==> src/design/lkpc_pkg.sv <==
// ----------------------------------------------------------------------------
// lkpc_pkg
// Types, codes and reset values shared by the ladder keypad player control.
// ----------------------------------------------------------------------------
package lkpc_pkg;

  localparam int SONG_COUNT = 16;
  localparam int NUM_KEYS   = 5;

  localparam logic [4:0] VOL_MAX   = 5'd30;
  localparam logic [4:0] VOL_RESET = 5'd15;

  localparam logic [11:0] LEVEL_SELECT_RESET   = 12'd100;
  localparam logic [11:0] LEVEL_DOWN_RESET     = 12'd300;
  localparam logic [11:0] LEVEL_UP_RESET       = 12'd500;
  localparam logic [11:0] LEVEL_VOL_UP_RESET   = 12'd700;
  localparam logic [11:0] LEVEL_VOL_DOWN_RESET = 12'd900;
  localparam logic [11:0] WINDOW_HALF_RESET    = 12'd50;
  localparam logic [15:0] SETTLE_MS_RESET      = 16'd50;
  localparam logic [15:0] HOLD_MS_RESET        = 16'd1000;

  typedef enum logic [2:0] {
    KEY_NONE     = 3'd0,
    KEY_SELECT   = 3'd1,
    KEY_DOWN     = 3'd2,
    KEY_UP       = 3'd3,
    KEY_VOL_UP   = 3'd4,
    KEY_VOL_DOWN = 3'd5
  } key_t;

  typedef enum logic [2:0] {
    CMD_NONE    = 3'd0,
    CMD_PLAY    = 3'd1,
    CMD_RESUME  = 3'd2,
    CMD_PAUSE   = 3'd3,
    CMD_SET_VOL = 3'd4
  } cmd_t;

  typedef enum logic [2:0] {
    REG_LEVEL_SELECT   = 3'd0,
    REG_LEVEL_DOWN     = 3'd1,
    REG_LEVEL_UP       = 3'd2,
    REG_LEVEL_VOL_UP   = 3'd3,
    REG_LEVEL_VOL_DOWN = 3'd4,
    REG_WINDOW_HALF    = 3'd5,
    REG_SETTLE_MS      = 3'd6,
    REG_HOLD_MS        = 3'd7
  } reg_idx_t;

  typedef struct packed {
    logic [11:0] sample;
    logic [31:0] now_ms;
  } in_item_t;

  typedef struct packed {
    logic [2:0] stable_key;
    logic [2:0] press_event;
    logic       menu_mode;
    logic       playing;
    logic [3:0] list_pos;
    logic [4:0] track_no;
    logic [4:0] vol_level;
    logic [2:0] player_cmd;
    logic       refresh;
  } out_item_t;

endpackage

==> src/design/ladder_key_player_control_top.sv <==
// ----------------------------------------------------------------------------
// ladder_key_player_control_top
// Resistor-ladder keypad decode, debounce, long press and music player state.
// ----------------------------------------------------------------------------
// Each transaction on the input channel carries one 12-bit ladder ADC sample
// and a free-running millisecond timestamp; each produces exactly one result
// transaction giving the debounced key, any new press, the player mode, cursor,
// song, volume, a player command and a display refresh flag. The block takes
// one transaction per clock cycle when the result side keeps up: the sample is
// classified against the five key windows on entry and held in an input
// register, and the debounce, hold timer and player update run combinationally
// from that register into the result register.
// The result register lets a new sample enter while the last result waits.
// Configuration writes (level centres, window, settle and hold times) take
// effect at once and are to be made only while no transaction is in flight.
// Timestamp differences wrap modulo 2^32; a hold started at time zero reads
// as not running and restarts on the next sample.
// ----------------------------------------------------------------------------
module ladder_key_player_control_top (
  input  logic                 clk,
  input  logic                 rst,
  input  logic                 in_valid,
  output logic                 in_ready,
  input  lkpc_pkg::in_item_t   in_data,
  output logic                 out_valid,
  input  logic                 out_ready,
  output lkpc_pkg::out_item_t  out_data,
  input  logic                 cfg_we,
  input  logic [2:0]           cfg_idx,
  input  logic [15:0]          cfg_data
);

  import lkpc_pkg::*;

  // Configuration registers
  logic [11:0] level [NUM_KEYS];
  logic [11:0] window_half;
  logic [15:0] settle_ms;
  logic [15:0] hold_ms;

  // Input register: classified key and timestamp
  logic        stage_valid;
  key_t        stage_raw;
  logic [31:0] stage_now;

  // Keypad and player state
  key_t        prev_raw_key, prev_raw_key_next;
  key_t        debounced_key, debounced_key_next;
  logic [31:0] change_time, change_time_next;
  logic [31:0] hold_start, hold_start_next;
  logic        in_menu, in_menu_next;
  logic        is_playing, is_playing_next;
  logic [4:0]  volume_now, volume_now_next;
  logic [3:0]  cursor_item, cursor_item_next;
  logic [4:0]  song_now, song_now_next;

  logic        accept;
  logic        advance;
  key_t        raw_in;
  logic [NUM_KEYS-1:0] hit;
  logic [11:0] diff [NUM_KEYS];

  key_t        press;
  cmd_t        cmd;
  logic        refresh;
  logic [31:0] settle_elapsed;
  logic [31:0] hold_elapsed;

  // Advance the input register into the result register when the result is
  // free or being taken this cycle.
  assign advance  = stage_valid && (!out_valid || out_ready);
  assign in_ready = !stage_valid || advance;
  assign accept   = in_valid && in_ready;

  // Classify: absolute distance to each level centre, first match wins.
  always_comb begin
    for (int k = 0; k < NUM_KEYS; k++) begin
      diff[k] = (in_data.sample >= level[k]) ? (in_data.sample - level[k])
                                             : (level[k] - in_data.sample);
      hit[k]  = diff[k] < window_half;
    end
    if (hit[0]) begin
      raw_in = KEY_SELECT;
    end else if (hit[1]) begin
      raw_in = KEY_DOWN;
    end else if (hit[2]) begin
      raw_in = KEY_UP;
    end else if (hit[3]) begin
      raw_in = KEY_VOL_UP;
    end else if (hit[4]) begin
      raw_in = KEY_VOL_DOWN;
    end else begin
      raw_in = KEY_NONE;
    end
  end

  // Debounce, hold timer and player update for the item in the input register.
  always_comb begin
    prev_raw_key_next  = stage_raw;
    debounced_key_next = debounced_key;
    hold_start_next    = hold_start;
    in_menu_next       = in_menu;
    is_playing_next    = is_playing;
    volume_now_next    = volume_now;
    cursor_item_next   = cursor_item;
    song_now_next      = song_now;
    press              = KEY_NONE;
    cmd                = CMD_NONE;
    refresh            = 1'b0;

    // Restart the settle time whenever the raw key changes
    change_time_next = (stage_raw != prev_raw_key) ? stage_now : change_time;
    settle_elapsed   = stage_now - change_time_next;
    if (settle_elapsed > {16'd0, settle_ms} && stage_raw != debounced_key) begin
      debounced_key_next = stage_raw;
      press              = stage_raw;
    end

    // Long select hold in play mode drops back to the menu
    if (debounced_key_next == KEY_SELECT && !in_menu) begin
      if (hold_start == 32'd0) begin
        hold_start_next = stage_now;
      end
      hold_elapsed = stage_now - hold_start_next;
      if (hold_elapsed > {16'd0, hold_ms}) begin
        in_menu_next    = 1'b1;
        hold_start_next = 32'd0;
        refresh         = 1'b1;
      end
    end else begin
      hold_elapsed    = 32'd0;
      hold_start_next = 32'd0;
    end

    if (in_menu_next) begin
      if (press == KEY_SELECT) begin
        in_menu_next    = 1'b0;
        song_now_next   = {1'b0, cursor_item} + 5'd1;
        is_playing_next = 1'b1;
        cmd             = CMD_PLAY;
        refresh         = 1'b1;
      end else if (press == KEY_DOWN &&
                   ({1'b0, cursor_item} + 5'd1) < 5'(SONG_COUNT)) begin
        cursor_item_next = cursor_item + 4'd1;
        refresh          = 1'b1;
      end else if (press == KEY_UP && cursor_item != 4'd0) begin
        cursor_item_next = cursor_item - 4'd1;
        refresh          = 1'b1;
      end
    end else begin
      if (press == KEY_SELECT) begin
        is_playing_next = !is_playing;
        cmd             = is_playing ? CMD_PAUSE : CMD_RESUME;
        refresh         = 1'b1;
      end else if (press == KEY_DOWN && song_now < 5'(SONG_COUNT)) begin
        song_now_next   = song_now + 5'd1;
        is_playing_next = 1'b1;
        cmd             = CMD_PLAY;
        refresh         = 1'b1;
      end else if (press == KEY_UP && song_now > 5'd1) begin
        song_now_next   = song_now - 5'd1;
        is_playing_next = 1'b1;
        cmd             = CMD_PLAY;
        refresh         = 1'b1;
      end
    end

    // Volume steps in either mode, clamped at both ends
    if (press == KEY_VOL_UP && volume_now < VOL_MAX) begin
      volume_now_next = volume_now + 5'd1;
      cmd             = CMD_SET_VOL;
      refresh         = 1'b1;
    end else if (press == KEY_VOL_DOWN && volume_now != 5'd0) begin
      volume_now_next = volume_now - 5'd1;
      cmd             = CMD_SET_VOL;
      refresh         = 1'b1;
    end
  end

  // Configuration writes, masked to each register's width
  always_ff @(posedge clk) begin
    if (rst) begin
      level[0]    <= LEVEL_SELECT_RESET;
      level[1]    <= LEVEL_DOWN_RESET;
      level[2]    <= LEVEL_UP_RESET;
      level[3]    <= LEVEL_VOL_UP_RESET;
      level[4]    <= LEVEL_VOL_DOWN_RESET;
      window_half <= WINDOW_HALF_RESET;
      settle_ms   <= SETTLE_MS_RESET;
      hold_ms     <= HOLD_MS_RESET;
    end else if (cfg_we) begin
      case (reg_idx_t'(cfg_idx))
        REG_LEVEL_SELECT:   level[0]    <= cfg_data[11:0];
        REG_LEVEL_DOWN:     level[1]    <= cfg_data[11:0];
        REG_LEVEL_UP:       level[2]    <= cfg_data[11:0];
        REG_LEVEL_VOL_UP:   level[3]    <= cfg_data[11:0];
        REG_LEVEL_VOL_DOWN: level[4]    <= cfg_data[11:0];
        REG_WINDOW_HALF:    window_half <= cfg_data[11:0];
        REG_SETTLE_MS:      settle_ms   <= cfg_data;
        REG_HOLD_MS:        hold_ms     <= cfg_data;
        default: ;
      endcase
    end
  end

  // Input register: hold the classified sample until it moves on
  always_ff @(posedge clk) begin
    if (rst) begin
      stage_valid <= 1'b0;
    end else if (accept) begin
      stage_valid <= 1'b1;
    end else if (advance) begin
      stage_valid <= 1'b0;
    end
    if (accept) begin
      stage_raw <= raw_in;
      stage_now <= in_data.now_ms;
    end
  end

  // State and result register
  always_ff @(posedge clk) begin
    if (rst) begin
      out_valid     <= 1'b0;
      prev_raw_key  <= KEY_NONE;
      debounced_key <= KEY_NONE;
      change_time   <= 32'd0;
      hold_start    <= 32'd0;
      in_menu       <= 1'b1;
      is_playing    <= 1'b0;
      volume_now    <= VOL_RESET;
      cursor_item   <= 4'd0;
      song_now      <= 5'd1;
    end else if (advance) begin
      out_valid     <= 1'b1;
      prev_raw_key  <= prev_raw_key_next;
      debounced_key <= debounced_key_next;
      change_time   <= change_time_next;
      hold_start    <= hold_start_next;
      in_menu       <= in_menu_next;
      is_playing    <= is_playing_next;
      volume_now    <= volume_now_next;
      cursor_item   <= cursor_item_next;
      song_now      <= song_now_next;
    end else if (out_ready) begin
      out_valid <= 1'b0;
    end
    if (advance) begin
      out_data.stable_key  <= debounced_key_next;
      out_data.press_event <= press;
      out_data.menu_mode   <= in_menu_next;
      out_data.playing     <= is_playing_next;
      out_data.list_pos    <= cursor_item_next;
      out_data.track_no    <= song_now_next;
      out_data.vol_level   <= volume_now_next;
      out_data.player_cmd  <= cmd;
      out_data.refresh     <= refresh;
    end
  end

`ifndef SYNTHESIS
  // A press always reports the key that just became stable
  a_press_is_stable: assert property (@(posedge clk) disable iff (rst)
    out_valid && out_data.press_event != KEY_NONE
      |-> out_data.stable_key == out_data.press_event)
    else $error("press event differs from stable key");

  // Every player command comes with a display refresh
  a_cmd_refresh: assert property (@(posedge clk) disable iff (rst)
    out_valid && out_data.player_cmd != CMD_NONE |-> out_data.refresh)
    else $error("player command without refresh");

  // Resume and pause are only issued in play mode
  a_menu_no_toggle: assert property (@(posedge clk) disable iff (rst)
    out_valid && out_data.menu_mode
      |-> out_data.player_cmd != CMD_RESUME && out_data.player_cmd != CMD_PAUSE)
    else $error("resume or pause issued in menu");

  // A stalled result with a full input register blocks new samples
  a_stall_blocks: assert property (@(posedge clk) disable iff (rst)
    stage_valid && out_valid && !out_ready |-> !in_ready)
    else $error("sample accepted while pipeline stalled");

  // Volume stays within range after any update
  a_vol_range: assert property (@(posedge clk) disable iff (rst)
    advance |=> volume_now <= VOL_MAX)
    else $error("volume out of range");
`endif

endmodule
==> config.mk <==
export PLATFORM = sky130hd
export DESIGN_NAME = ladder_key_player_control_top
export DESIGN_NICKNAME = d
export VERILOG_FILES = /design/src/design/lkpc_pkg.sv /design/src/design/ladder_key_player_control_top.sv
export SDC_FILE = /design/constraint.sdc
export NUM_CORES = 1
export LEC_CHECK = 0
export ABC_AREA = 1
export BUFFER_PORTS_ARGS = -buffer_cell sky130_fd_sc_hd__buf_2
export CAP_MARGIN = 20
export CELL_PAD_IN_SITES_DETAIL_PLACEMENT = 1
export CELL_PAD_IN_SITES_GLOBAL_PLACEMENT = 1
export CORE_MARGIN = 2
export CORE_UTILIZATION = 30
export CTS_CLUSTER_SIZE = 25
export DETAILED_ROUTE_END_ITERATION = 10
export PLACE_DENSITY_LB_ADDON = 0.1
export SETUP_SLACK_MARGIN = 0.05
export SLEW_MARGIN = 20
export SYNTH_ARGS = -nofsm -noshare
export SYNTH_HDL_FRONTEND = slang
export SYNTH_SLANG_ARGS = --single-unit
==> constraint.sdc <==
create_clock -name clk -period 4.75 [get_ports clk]
set_clock_uncertainty 0.05 [all_clocks]
set_input_delay 0.475 -clock clk [delete_from_list [all_inputs] [get_ports clk]]
set_output_delay 0.475 -clock clk [all_outputs]
set_load 0.05 [all_outputs]
==> metrics <==
outcome finished with violations; violated checks negative setup slack; Seq cells post-synth between 200 and 300; syn avg cell area slightly above 7 µm²; ratio of final minimum period to clock period 116%; Critical Path RT about 5200 ps; Final Max Tran Viols 0; Critical Path Start Type flip-flop; share of synthesized flip-flops with an asynchronous set or reset 0%; Horiz. Die Dim 276 µm; die extent in y between 200 and 300 µm; total of warnings raised by yosys 0; number of DRC violations after detailed-routing iteration 0 930; unrepaired setup endpoints after global routing yes; worst-case reg-to-reg path depth 36; Syn Nets ~3,400; DRC violations left 0; Final Routed Wirelength ~93,000 µm; final standard cell count with taps included and fillers excluded 4,674; Critical-path top delay cell sky130_fd_sc_hd__dfxtp_4; port bufs 95; share of layout cells above drive strength 1 between 20 and 30%; clock net sink count between 200 and 300; total via count in the routed design between 20,000 and 25,000; initial cell density of the core between 30 and 40%; area of the core region ~73,000 µm²; largest voltage drop on the vdd net 0.291 mV; number of rows created at floorplan ~100; CTS Buf Count 36; total negative setup slack -43,100 ps; Inserted Diodes 0; gpl congestion 0.899; pin count of the biggest net entering global routing around 110; Max FO, Critical Path 8; number of levels the H-tree was split into 2; FILL cells roughly 9,000; endpoint kind of the worst setup timing path flip-flop; GR Util All Layers about a quarter; sequential share of the synthesized area 28.2%; Critical Setup Path Class flip-flop to flip-flop; antenna viol nets, final 0; final design instance area without fill approximately 31,000 µm²; maximum capacitance violations 0; most common cell after layout, fill and taps aside sky130_fd_sc_hd__nand2_1; critical path's largest stage delay about 350 ps; endpoints failing hold 0; final net count ~4,000; worst min-delay path class input port to flip-flop; category of cells accounting for the largest share of critical-path delay simple AND/OR/NAND/NOR gates; most instantiated flip-flop cell in the synthesis netlist sky130_fd_sc_hd__dfxtp_1; pre-CTS WS -1170 ps; post-detailed-placement cell area 27,200 µm²; Worst Max-Slew Pin Slew ~1100 ps; Clock Latency Late Sink 580 ps; arrival time at the worst endpoint 5950 ps; Top Ports between 90 and 100; fraction of the core area covered by cells at the end of the flow between 40% and 50%; number of enable-type register cells in the synthesized netlist 121; Post-DP HPWL approximately 74,000 µm; CTS tree done; highest-count cells in the layout ignoring fill and taps 555 x sky130_fd_sc_hd__nand2_1, 492 x sky130_fd_sc_hd__inv_1, 487 x sky130_fd_sc_hd__buf_4, 268 x sky130_fd_sc_hd__a21oi_1, 239 x sky130_fd_sc_hd__ha_1; total setup violations reported at the end of the flow 68; leftover overflow at the end of global routing 0; worst-case clock buffer depth 3; post-synthesis instance total a little over 3,000; post-synthesis cell type count around 60; cell count after placement 4,537; worst hold path depth 1; final worst setup slack -782 ps; headroom to the max-slew limit about a quarter; wire length of the first global-routing pass between 100,000 and 150,000 µm; Die Outline Area ~76,000 µm²; Final min period about 5500 ps; P per Cell Area 420 nW/µm²; maximum frequency from static timing analysis around 0.18 GHz; Area growth syn-to-layout 38.3%; clock transition at the register clock pins on the worst setup and hold paths after CTS roughly 60 ps; vias in the first global route 25,100; leakage power 15.2 nW; antenna violations before repair 0; Crit path depth 36; routed wirelength normalized by instance count 19.9 µm; vias per cell between 4 and 5; master cell of the clock root buffer sky130_fd_sc_hd__clkbuf_16; first-pass iteration count of the detailed router 5; Syn Std Cell Area approximately 22,000 µm²; total buffers and inverters traversed by the critical path 8
logic make-up (layout without fill, tap and decap cells):
group | after synthesis | after routing | share of synthesized area [%]
AND/OR/NAND/NOR | 1161 | 1161 | 23.2
buffers and inverters | 598 | 1220 | 10.4
XOR/XNOR | 97 | 97 | 3.89
adder cells (fa/ha/maj) | 272 | 272 | 15.7
AO/OA/AOI/OAI | 690 | 690 | 17.6
flip-flops | 253 | 253 | 28.2
multiplexers | 22 | 22 | 0.990
final timing paths:
path	start	endpoint	slack (ps)
setup reg to reg	hold_start[2]	hold_start[20]	-780
setup / recovery	hold_start[2]	hold_start[20]	-780
hold / removal	in_data[2]	stage_now[2]	50
hold reg to reg	hold_ms[6]	hold_ms[6]	430
per-layer routing:
layer | vias to the layer above | global-route usage [%] | share of wire [%]
met1 | 11200 | 28.0 | 43
met3 | 118 | 2.23 | 2.4
li1 | 11400 | - | -
met4 | 0 | 7.50 | 3.3
met5 | - | 0 | 0
met2 | 287 | 45.0 | 51
worst reg2reg max path, delay by kind of cell (launching register included):
family                   cells  cell delay, ps
adder cells (fa/ha/maj)      2             500
buffers and inverters        8             850
AND/OR/NAND/NOR             17            2400
XOR/XNOR                     1             150
AO/OA/AOI/OAI                8            1150
flip-flops                   1             350
power breakdown:
part | leakage, nW | internal, W | switching (W)
clock network | 0.631 | 0.00188 | 0.00115
registers | 2.26 | 0.00250 | 0.000139
logic | 12.3 | 0.00323 | 0.00402
metrics by stage:
| step | hold WS, ps | total power, W |
|---|---|---|
| 2_1_floorplan | 383 | 0.00616 |
| 3_3_place_gp | 405 | 0.00870 |
| 3_5_place_dp | 423 | 0.00889 |
| 4_1_cts | 9.96 | 0.0128 |
| 5_1_grt | 19.3 | 0.0138 |
| 6_report | 45.1 | 0.0129 |
synth_stat cells, drive strengths merged (29+ instances only):
cell type,instances,area (µm²)
ha,261,3270
nand3,156,916
nand4,36,231
nand2,674,2690
xnor2,45,394
xor2,52,470
dfxtp,132,2640
edfxtp,121,3630
o211ai,34,255
inv,523,1970
nor3,29,156
clkbuf,50,188
a21oi,319,1710
o21ai,243,1220
nor2,223,875
cell type report:
class | count | area [µm²] | share of cell area (%)
clock inverter | 18 | 273 | 0.887
tap | 959 | 1200 | 3.90
sequential | 253 | 6280 | 20.4
clock buffer | 48 | 1040 | 3.38
inverter | 531 | 2040 | 6.63
multi-input combinational | 2242 | 15200 | 49.3
timing repair buffer | 623 | 4740 | 15.4
flip-flops by register name (all words and copies together) (netlist names), 3 cells and up:
signal and cells:
prev_raw_key_next 3, cursor_item 4, hold_ms 16, debounced_key 3, change_time 32, hold_start 32, window_half 12, settle_ms 16
volume_now 5, song_now 5, out_data 26, prev_raw_key 3, stage_now 32, level 60
repair_timing:
item,4_1_cts,5_1_grt
setup buffers,55,20
pin swaps,97,70
gates resized for setup,242,141
hold buffers,0,0
setup endpoints to repair,78,78
gates cloned,3,1
hold endpoints to repair,0,0
Note: power is estimated with default switching activity, not from simulation.
